==> src/rtl/bcpn_pkg.sv <==
// Shared types and constants for the box closest-point / face-normal pipeline.
// Used by every module of the block; no dependencies.
package bcpn_pkg;

   localparam int NUM_AXES       = 3;
   localparam int NUM_FACES      = 6;
   localparam int FACE_BITS      = 3;
   localparam int CSR_INDEX_BITS = 3;

   // 1.0 in Q16.16, the reset value of the upper corner
   localparam int UPPER_RESET = 65536;

   // Face codes in tie-break order
   typedef enum logic [FACE_BITS-1:0] {
      FACE_POS_X = 3'd0,
      FACE_POS_Y = 3'd1,
      FACE_POS_Z = 3'd2,
      FACE_NEG_X = 3'd3,
      FACE_NEG_Y = 3'd4,
      FACE_NEG_Z = 3'd5
   } face_type;

   // Register indexes on the write port
   typedef enum logic [CSR_INDEX_BITS-1:0] {
      CSR_LOWER_X = 3'd0,
      CSR_LOWER_Y = 3'd1,
      CSR_LOWER_Z = 3'd2,
      CSR_UPPER_X = 3'd3,
      CSR_UPPER_Y = 3'd4,
      CSR_UPPER_Z = 3'd5
   } csr_index_type;

   // Per-item control carried along the pipeline
   typedef struct packed {
      logic                valid;
      logic                in_box;
      logic [NUM_AXES-1:0] below;
      logic [NUM_AXES-1:0] above;
   } ctl_type;

endpackage

==> src/rtl/bcpn_csr.sv <==
// Box corner registers, written through the plain write port.
// Depends on bcpn_pkg.
module bcpn_csr #(
   parameter int COORD_BITS = 32
) (
   input  logic                                  clock,
   input  logic                                  reset,
   input  logic                                  csr_write_en,
   input  logic [bcpn_pkg::CSR_INDEX_BITS-1:0]   csr_index,
   input  logic signed [COORD_BITS-1:0]          csr_write_data,
   output logic signed [COORD_BITS-1:0]          lower [bcpn_pkg::NUM_AXES],
   output logic signed [COORD_BITS-1:0]          upper [bcpn_pkg::NUM_AXES]
);
   import bcpn_pkg::*;

   logic signed [COORD_BITS-1:0] lower_ff [NUM_AXES];
   logic signed [COORD_BITS-1:0] upper_ff [NUM_AXES];
   logic signed [COORD_BITS-1:0] lower_in [NUM_AXES];
   logic signed [COORD_BITS-1:0] upper_in [NUM_AXES];

   // Index decode; unused indexes are dropped
   always_comb begin
      lower_in = lower_ff;
      upper_in = upper_ff;
      if (csr_write_en) begin
         unique case (csr_index)
            CSR_LOWER_X: lower_in[0] = csr_write_data;
            CSR_LOWER_Y: lower_in[1] = csr_write_data;
            CSR_LOWER_Z: lower_in[2] = csr_write_data;
            CSR_UPPER_X: upper_in[0] = csr_write_data;
            CSR_UPPER_Y: upper_in[1] = csr_write_data;
            CSR_UPPER_Z: upper_in[2] = csr_write_data;
            default: begin
            end
         endcase
      end
   end

   always_ff @(posedge clock) begin
      if (reset) begin
         for (int i = 0; i < NUM_AXES; i++) begin
            lower_ff[i] <= '0;
            upper_ff[i] <= COORD_BITS'(UPPER_RESET);
         end
      end else begin
         lower_ff <= lower_in;
         upper_ff <= upper_in;
      end
   end

   assign lower = lower_ff;
   assign upper = upper_ff;

endmodule

==> src/rtl/bcpn_prep.sv <==
// Front stages: face distances, inside test, six face keys and first level
// of the minimum tree. Depends on bcpn_pkg.
module bcpn_prep #(
   parameter int COORD_BITS = 32
) (
   input  logic                          clock,
   input  logic                          reset,
   input  logic                          accept,
   input  logic signed [COORD_BITS-1:0]  point      [bcpn_pkg::NUM_AXES],
   input  logic signed [COORD_BITS-1:0]  lower      [bcpn_pkg::NUM_AXES],
   input  logic signed [COORD_BITS-1:0]  upper      [bcpn_pkg::NUM_AXES],
   output bcpn_pkg::ctl_type             stage_ctl,
   output logic signed [COORD_BITS-1:0]  stage_point [bcpn_pkg::NUM_AXES],
   output logic signed [COORD_BITS+1:0]  stage_key   [bcpn_pkg::NUM_AXES],
   output bcpn_pkg::face_type            stage_face  [bcpn_pkg::NUM_AXES]
);
   import bcpn_pkg::*;

   localparam int DW = COORD_BITS + 1;   // exact difference of two coords
   localparam int KW = COORD_BITS + 2;   // difference and its negation

   // Stage 1: distances to both bounds on each axis
   logic                         s1_valid_ff;
   logic signed [COORD_BITS-1:0] s1_point_ff [NUM_AXES];
   logic signed [DW-1:0]         s1_dh_ff    [NUM_AXES];
   logic signed [DW-1:0]         s1_dl_ff    [NUM_AXES];
   logic signed [DW-1:0]         s1_dh_in    [NUM_AXES];
   logic signed [DW-1:0]         s1_dl_in    [NUM_AXES];

   // Stage 2: control and first-level winners
   ctl_type                      s2_ctl_ff;
   ctl_type                      s2_ctl_in;
   logic signed [COORD_BITS-1:0] s2_point_ff [NUM_AXES];
   logic signed [KW-1:0]         s2_key_ff   [NUM_AXES];
   logic signed [KW-1:0]         s2_key_in   [NUM_AXES];
   face_type                     s2_face_ff  [NUM_AXES];
   face_type                     s2_face_in  [NUM_AXES];

   logic signed [KW-1:0]         key [NUM_FACES];

   // upper - point and point - lower
   always_comb begin
      for (int i = 0; i < NUM_AXES; i++) begin
         s1_dh_in[i] = DW'(upper[i]) - DW'(point[i]);
         s1_dl_in[i] = DW'(point[i]) - DW'(lower[i]);
      end
   end

   always_ff @(posedge clock) begin
      if (reset) begin
         s1_valid_ff <= 1'b0;
      end else begin
         s1_valid_ff <= accept;
      end
   end

   always_ff @(posedge clock) begin
      s1_point_ff <= point;
      s1_dh_ff    <= s1_dh_in;
      s1_dl_ff    <= s1_dl_in;
   end

   // Keys: face distance when inside, negated dot product when outside,
   // so both cases become a first-lowest minimum search
   always_comb begin
      s2_ctl_in.valid = s1_valid_ff;
      for (int i = 0; i < NUM_AXES; i++) begin
         s2_ctl_in.below[i] = s1_dl_ff[i][DW-1];
         s2_ctl_in.above[i] = s1_dh_ff[i][DW-1];
      end
      s2_ctl_in.in_box = ~|s2_ctl_in.below && ~|s2_ctl_in.above;

      for (int i = 0; i < NUM_AXES; i++) begin
         if (s2_ctl_in.in_box) begin
            key[i]     = KW'(s1_dh_ff[i]);
            key[i + 3] = KW'(s1_dl_ff[i]);
         end else if (s2_ctl_in.below[i]) begin
            key[i]     = -KW'(s1_dl_ff[i]);
            key[i + 3] = KW'(s1_dl_ff[i]);
         end else if (s2_ctl_in.above[i]) begin
            key[i]     = KW'(s1_dh_ff[i]);
            key[i + 3] = -KW'(s1_dh_ff[i]);
         end else begin
            key[i]     = '0;
            key[i + 3] = '0;
         end
      end

      // First tree level: pairs of neighbors, lower index wins a tie
      for (int j = 0; j < NUM_AXES; j++) begin
         if (key[2*j + 1] < key[2*j]) begin
            s2_key_in[j]  = key[2*j + 1];
            s2_face_in[j] = face_type'(FACE_BITS'(2*j + 1));
         end else begin
            s2_key_in[j]  = key[2*j];
            s2_face_in[j] = face_type'(FACE_BITS'(2*j));
         end
      end
   end

   always_ff @(posedge clock) begin
      if (reset) begin
         s2_ctl_ff <= '0;
      end else begin
         s2_ctl_ff <= s2_ctl_in;
      end
   end

   always_ff @(posedge clock) begin
      s2_point_ff <= s1_point_ff;
      s2_key_ff   <= s2_key_in;
      s2_face_ff  <= s2_face_in;
   end

   assign stage_ctl   = s2_ctl_ff;
   assign stage_point = s2_point_ff;
   assign stage_key   = s2_key_ff;
   assign stage_face  = s2_face_ff;

endmodule

==> src/rtl/bcpn_select.sv <==
// Back stages: last two levels of the minimum tree, near point selection
// and the result register. Depends on bcpn_pkg.
module bcpn_select #(
   parameter int COORD_BITS = 32
) (
   input  logic                                clock,
   input  logic                                reset,
   input  bcpn_pkg::ctl_type                   stage_ctl,
   input  logic signed [COORD_BITS-1:0]        stage_point [bcpn_pkg::NUM_AXES],
   input  logic signed [COORD_BITS+1:0]        stage_key   [bcpn_pkg::NUM_AXES],
   input  bcpn_pkg::face_type                  stage_face  [bcpn_pkg::NUM_AXES],
   input  logic signed [COORD_BITS-1:0]        lower       [bcpn_pkg::NUM_AXES],
   input  logic signed [COORD_BITS-1:0]        upper       [bcpn_pkg::NUM_AXES],
   output logic                                rsp_strobe,
   output logic signed [COORD_BITS-1:0]        rsp_near    [bcpn_pkg::NUM_AXES],
   output logic [bcpn_pkg::FACE_BITS-1:0]      rsp_face_normal,
   output logic                                rsp_was_inside
);
   import bcpn_pkg::*;

   localparam int KW = COORD_BITS + 2;

   // Stage 3: winner of the first two pairs, third pair carried along
   ctl_type                      s3_ctl_ff;
   logic signed [COORD_BITS-1:0] s3_point_ff [NUM_AXES];
   logic signed [KW-1:0]         s3_key_ff   [2];
   face_type                     s3_face_ff  [2];
   logic signed [KW-1:0]         s3_key_in   [2];
   face_type                     s3_face_in  [2];

   // Output register
   logic                         out_strobe_ff;
   logic signed [COORD_BITS-1:0] out_near_ff [NUM_AXES];
   logic signed [COORD_BITS-1:0] out_near_in [NUM_AXES];
   face_type                     out_face_ff;
   face_type                     out_face_in;
   logic                         out_inside_ff;

   // Second tree level
   always_comb begin
      if (stage_key[1] < stage_key[0]) begin
         s3_key_in[0]  = stage_key[1];
         s3_face_in[0] = stage_face[1];
      end else begin
         s3_key_in[0]  = stage_key[0];
         s3_face_in[0] = stage_face[0];
      end
      s3_key_in[1]  = stage_key[2];
      s3_face_in[1] = stage_face[2];
   end

   always_ff @(posedge clock) begin
      if (reset) begin
         s3_ctl_ff <= '0;
      end else begin
         s3_ctl_ff <= stage_ctl;
      end
   end

   always_ff @(posedge clock) begin
      s3_point_ff <= stage_point;
      s3_key_ff   <= s3_key_in;
      s3_face_ff  <= s3_face_in;
   end

   // Final tree level, then the near point: face projection when inside,
   // clamp (lower bound first) when outside
   always_comb begin
      if (s3_key_ff[1] < s3_key_ff[0]) begin
         out_face_in = s3_face_ff[1];
      end else begin
         out_face_in = s3_face_ff[0];
      end

      for (int a = 0; a < NUM_AXES; a++) begin
         if (s3_ctl_ff.in_box) begin
            if (out_face_in == face_type'(FACE_BITS'(a))) begin
               out_near_in[a] = upper[a];
            end else if (out_face_in == face_type'(FACE_BITS'(a + 3))) begin
               out_near_in[a] = lower[a];
            end else begin
               out_near_in[a] = s3_point_ff[a];
            end
         end else if (s3_ctl_ff.below[a]) begin
            out_near_in[a] = lower[a];
         end else if (s3_ctl_ff.above[a]) begin
            out_near_in[a] = upper[a];
         end else begin
            out_near_in[a] = s3_point_ff[a];
         end
      end
   end

   always_ff @(posedge clock) begin
      if (reset) begin
         out_strobe_ff <= 1'b0;
      end else begin
         out_strobe_ff <= s3_ctl_ff.valid;
      end
   end

   always_ff @(posedge clock) begin
      out_near_ff   <= out_near_in;
      out_face_ff   <= out_face_in;
      out_inside_ff <= s3_ctl_ff.in_box;
   end

   assign rsp_strobe      = out_strobe_ff;
   assign rsp_near        = out_near_ff;
   assign rsp_face_normal = FACE_BITS'(out_face_ff);
   assign rsp_was_inside  = out_inside_ff;

endmodule

==> src/rtl/box_closest_point_and_normal_top.sv <==
// Closest point on an axis-aligned box and the normal of the chosen face.
// Instantiates bcpn_csr, bcpn_prep and bcpn_select; depends on bcpn_pkg.
//
// A query point is taken at every clock edge where start is high and busy
// is low, one item per cycle with no gaps. Each result appears on the rsp_
// ports for one cycle with rsp_strobe high, in input order. The pipeline
// has four register stages: bound differences, key forming with the first
// compare level of the six-way minimum, second compare level, and final
// compare with near point selection. Results cannot be held off, so the
// pipeline never stalls; busy is high only while reset is asserted. The
// user must write box corners through the csr_ port only while no item is
// in flight; the block itself does not enforce this.
module box_closest_point_and_normal_top #(
   parameter int COORD_BITS = 32
) (
   input  logic                                 clock,
   input  logic                                 reset,
   input  logic                                 start,
   output logic                                 busy,
   input  logic signed [COORD_BITS-1:0]         req_point_x,
   input  logic signed [COORD_BITS-1:0]         req_point_y,
   input  logic signed [COORD_BITS-1:0]         req_point_z,
   input  logic                                 csr_write_en,
   input  logic [bcpn_pkg::CSR_INDEX_BITS-1:0]  csr_index,
   input  logic signed [COORD_BITS-1:0]         csr_write_data,
   output logic                                 rsp_strobe,
   output logic signed [COORD_BITS-1:0]         rsp_near_x,
   output logic signed [COORD_BITS-1:0]         rsp_near_y,
   output logic signed [COORD_BITS-1:0]         rsp_near_z,
   output logic [bcpn_pkg::FACE_BITS-1:0]       rsp_face_normal,
   output logic                                 rsp_was_inside
);
   import bcpn_pkg::*;

   logic                         accept;
   logic signed [COORD_BITS-1:0] point       [NUM_AXES];
   logic signed [COORD_BITS-1:0] lower       [NUM_AXES];
   logic signed [COORD_BITS-1:0] upper       [NUM_AXES];
   ctl_type                      stage_ctl;
   logic signed [COORD_BITS-1:0] stage_point [NUM_AXES];
   logic signed [COORD_BITS+1:0] stage_key   [NUM_AXES];
   face_type                     stage_face  [NUM_AXES];
   logic signed [COORD_BITS-1:0] near        [NUM_AXES];

   // Handshake
   assign busy   = reset;
   assign accept = start && !busy;

   assign point[0] = req_point_x;
   assign point[1] = req_point_y;
   assign point[2] = req_point_z;

   bcpn_csr #(
      .COORD_BITS (COORD_BITS)
   ) u_csr (
      .clock          (clock),
      .reset          (reset),
      .csr_write_en   (csr_write_en),
      .csr_index      (csr_index),
      .csr_write_data (csr_write_data),
      .lower          (lower),
      .upper          (upper)
   );

   bcpn_prep #(
      .COORD_BITS (COORD_BITS)
   ) u_prep (
      .clock       (clock),
      .reset       (reset),
      .accept      (accept),
      .point       (point),
      .lower       (lower),
      .upper       (upper),
      .stage_ctl   (stage_ctl),
      .stage_point (stage_point),
      .stage_key   (stage_key),
      .stage_face  (stage_face)
   );

   bcpn_select #(
      .COORD_BITS (COORD_BITS)
   ) u_select (
      .clock           (clock),
      .reset           (reset),
      .stage_ctl       (stage_ctl),
      .stage_point     (stage_point),
      .stage_key       (stage_key),
      .stage_face      (stage_face),
      .lower           (lower),
      .upper           (upper),
      .rsp_strobe      (rsp_strobe),
      .rsp_near        (near),
      .rsp_face_normal (rsp_face_normal),
      .rsp_was_inside  (rsp_was_inside)
   );

   assign rsp_near_x = near[0];
   assign rsp_near_y = near[1];
   assign rsp_near_z = near[2];

endmodule
==> config.mk <==
export PLATFORM = sky130hd
export DESIGN_NAME = box_closest_point_and_normal_top
export DESIGN_NICKNAME = d
export VERILOG_FILES = /design/src/rtl/bcpn_pkg.sv /design/src/rtl/bcpn_csr.sv /design/src/rtl/bcpn_prep.sv /design/src/rtl/bcpn_select.sv /design/src/rtl/box_closest_point_and_normal_top.sv
export SDC_FILE = /design/constraint.sdc
export NUM_CORES = 2
export LEC_CHECK = 0
export BUFFER_PORTS_ARGS = -buffer_cell sky130_fd_sc_hd__buf_4
export CAP_MARGIN = 20
export CORE_MARGIN = 3
export CORE_UTILIZATION = 50
export DETAILED_ROUTE_END_ITERATION = 8
export PLACE_DENSITY_LB_ADDON = 0.12
export SLEW_MARGIN = 30
export SYNTH_ARGS = -nofsm -noshare
export SYNTH_HDL_FRONTEND = slang
export SYNTH_HIERARCHICAL = 1
export SYNTH_SLANG_ARGS = --single-unit
==> constraint.sdc <==
create_clock -name clock -period 11.6 [get_ports clock]
set_clock_uncertainty 0.05 [all_clocks]
set_input_delay 0 -clock clock [delete_from_list [all_inputs] [get_ports clock]]
set_output_delay 0 -clock clock [all_outputs]
set_load 0.01 [all_outputs]
==> flow_summary.ini <==
[grt]
grt_pass1_wl_um = 257100
grt_overflow = 0
antenna_found_initial = 18
grt_pass1_vias = 40061
grt_max_degree = 101
grtUsageTotal_pct = 32.61

[final_layout]
n_fill_cell = 8688
drive_gt1_share_pct = 9.661
area_growth_pct = 16.73
nets = 6358

[worst_hold_path]
worstHoldPathType = in2reg
hp-start = csr_write_data[23]
holdPathStages = 3

[logic_synthesis]
ys_seq_elements = 975
yosysWarnings = 6
synth_edf_count = 0
ys_types = 100
synthTopCellsByArea = dfxtp_1 (39%), mux2i_1 (9.1%), ha_1 (9.0%), xnor2_1 (3.7%), inv_1 (3.4%)
synth_ff_type = dfxtp_1
yosysSeqAreaShare_pct = 38.83
yosysTopAreaCell = dfxtp_1
yosysTopAreaCellShare_pct = 38.83
synth_area_per_cell_um2 = 9.155
synth_cells = 5491
netlist_area_um2 = 50270
async_flop_share_pct = 0

[timing]
slew_headroom_pct = 25.43
fin_crit_sh_pct = 48.57
tightest_slew_ns = 1.119
rsz0062_at_grt = no
fmax_mhz = 177.5
final.setup.tns_ns = 0
hold_violations = 0
final-max-slew-violation-count = 0
setup_violations = 0
post-route-min-period_ns = 5.634

[clock_network]
cts_buffers = 102
cts_setup_buffers = 0
cts_tree = built
clk_latency_ns = 0.71
htree_levels = 3
clockBufferDepth = 3
clock-sinks = 975
clk_pin_slew_worst_paths_ns = 0.06
root_buffer = clkbuf_16

[route]
dr.pass1.iters = 7
routed_via_density = 5.876
antenna_left = 0
wl_met2_um = 75150
highest_layer = met5
vias = 42416
wl_met1_um = 77560
wl_per_cell_um = 24.13
routed_wirelength_um = 174200
drt-initial-drc-count = 4235
routed-wl-met3_um = 14440
drc = 0

[pwr]
p_leak_nw = 26.08
cellPowerDensity_nw_per_um2 = 180.0
total_power_mw = 10.56
ir_drop_v = 0.0001923

[setup_path]
cp.arrival_ns = 6.16
r2r_start = u_prep/s1_dl_ff[7]
reg2regPathDepth = 17
critPathLaunchType = flop
crit_start = u_prep/s1_dl_ff[7]
end_kind = flop
path_class = reg2reg
cp.required_ns = 12.13
path_max_fanout = 25

[floorplan]
initial_utilization_pct = 50.78
io_pins = 237
die_area_um2 = 104400
die_h_um = 323.1
fp-row-count = 115
die_width_um = 323.1
core_area_um2 = 98990

[placed_design]
portBuffers = 236
place.gp.congestion = 1.016
place_hpwl_um = 132500

[status]
outcome = finished, final reports clean

[job]
cap_violations = 0
==> final cells by class <==
class | count | area [um^2] | share of cell area, %
Multi-Input combinational cell | 3824 | 28140 | 47.95
Antenna cell | 1 | 2.502 | 0.004264
Tap cell | 1287 | 1610 | 2.744
Clock buffer | 132 | 2836 | 4.834
Clock inverter | 49 | 559.3 | 0.9531
Sequential cell | 975 | 19530 | 33.28
Inverter | 456 | 1712 | 2.917
Timing Repair Buffer | 495 | 4295 | 7.320
==> flip-flops by register name, indices dropped and copies added (netlist names) <==
name / flops
u_prep/stage_key: 102
u_prep/s1_dh_ff: 99
u_prep/s1_dl_ff: 99
u_csr/lower: 96
u_csr/upper: 96
u_prep/s1_point_ff: 96
u_prep/stage_point: 96
u_select/rsp_near: 96
u_select/s3_point_ff: 96
u_select/s3_key_ff: 68
u_prep/stage_ctl: 8
u_select/s3_ctl_ff: 8
u_select/s3_face_ff: 6
u_prep/stage_face: 3
u_select/rsp_face_normal: 3
u_prep/s1_valid_ff: 1
u_select/rsp_strobe: 1
u_select/rsp_was_inside: 1
==> through the flow <==
stage / hold WS, ns / area, um^2 / cells / utilization, % / setup WS, ns
after global placement: 0.08190 / 53060 / 6821 / 53.60 / 6.117
after CTS: 0.01595 / 58610 / 7215 / 59.20 / 6.042
final: 0.02784 / 58680 / 7219 / 59.28 / 5.966
after global routing: 0.005526 / 58680 / 7218 / 59.28 / 5.566
after floorplan: -0.02228 / 50290 / 5495 / - / 6.598
after detailed placement: 0.08355 / 53100 / 6823 / 53.64 / 6.051
==> final timing paths <==
kind,to,slack [ns]
max,u_prep/stage_key[37],5.97
min reg2reg,u_select/s3_point_ff[45],0.27
min,u_csr/lower[23],0.03
max reg2reg,u_prep/stage_key[37],5.97
==> power breakdown <==
| part | switching, mW | internal [mW] |
|---|---|---|
| logic | 1.75 | 1.27 |
| registers | 0.436 | 3.79 |
| clock network | 1.39 | 1.93 |
==> Yosys cell counts, drive strengths merged, types with 18 or more instances <==
cell	count
mux2i	461
o21a	35
nand3	103
a21boi	18
xor2	92
or2	19
ha	363
nor2	286
clkbuf	164
o21ai	334
nand2	302
xnor2	211
inv	455
nor3	97
o311ai	36
o21bai	27
nand4	47
nor2b	60
a21o	124
or4	33
buf	76
a211oi	32
a22oi	150
or3	40
a22o	37
nand2b	263
a2bb2oi	67
dfxtp	975
a31oi	51
a21oi	233
mux2	38
nor4	48
==> worst max-delay path: stages (launching register included) <==
cell and delay [ns]:
dfxtp_1 0.35, or4_1 0.59, nor4bb_1 0.80, nand2b_1 0.24, nor4_1 0.46, nor2b_1 0.22, xnor2_1 0.08, a22oi_1 0.27
ha_1 0.31, a21o_1 0.16, a21o_1 0.17, a21oi_1 0.12, o21ai_0 0.09, a22oi_1 0.18, o21ai_0 0.17, a21oi_4 0.39
buf_4 0.47, mux2_2 0.38
==> repair_timing <==
action	CTS	global route
hold endpoints to repair	454	6
hold buffers	211	1
gates resized for setup	0	0
==> layer usage <==
metal / vias to the layer above / global-route usage, %
met5: - / 0
met4: 8 / 12.06
met3: 272 / 6.569
met2: 1651 / 49.92
met1: 20351 / 45.47
li1: 20134 / -
==> logic make-up after synthesis <==
group	share of synthesized area (%)
AO/OA/AOI/OAI	16.84
flip-flops	38.83
XOR/XNOR	5.279
AND/OR/NAND/NOR	14.18
other	0.01494
buffers and inverters	5.523
multiplexers	10.06
adder cells (fa/ha/maj)	9.274
==> cell usage in the layout (no fill, tap or decap), types with 97 or more instances in the layout <==
master and count:
a21o_1 124, a21oi_1 228, a22oi_1 150, buf_4 278, clkbuf_16 103, dfxtp_1 968
dlygate4sd3_1 212, ha_1 362, inv_1 454, mux2i_1 458, nand2_1 302, nand2b_1 257
nand3_1 103, nor2_1 284, nor3_1 97, o21ai_0 229, o21ai_1 103, xnor2_1 211
No activity file was read; power rests on OpenSTA's default activity.
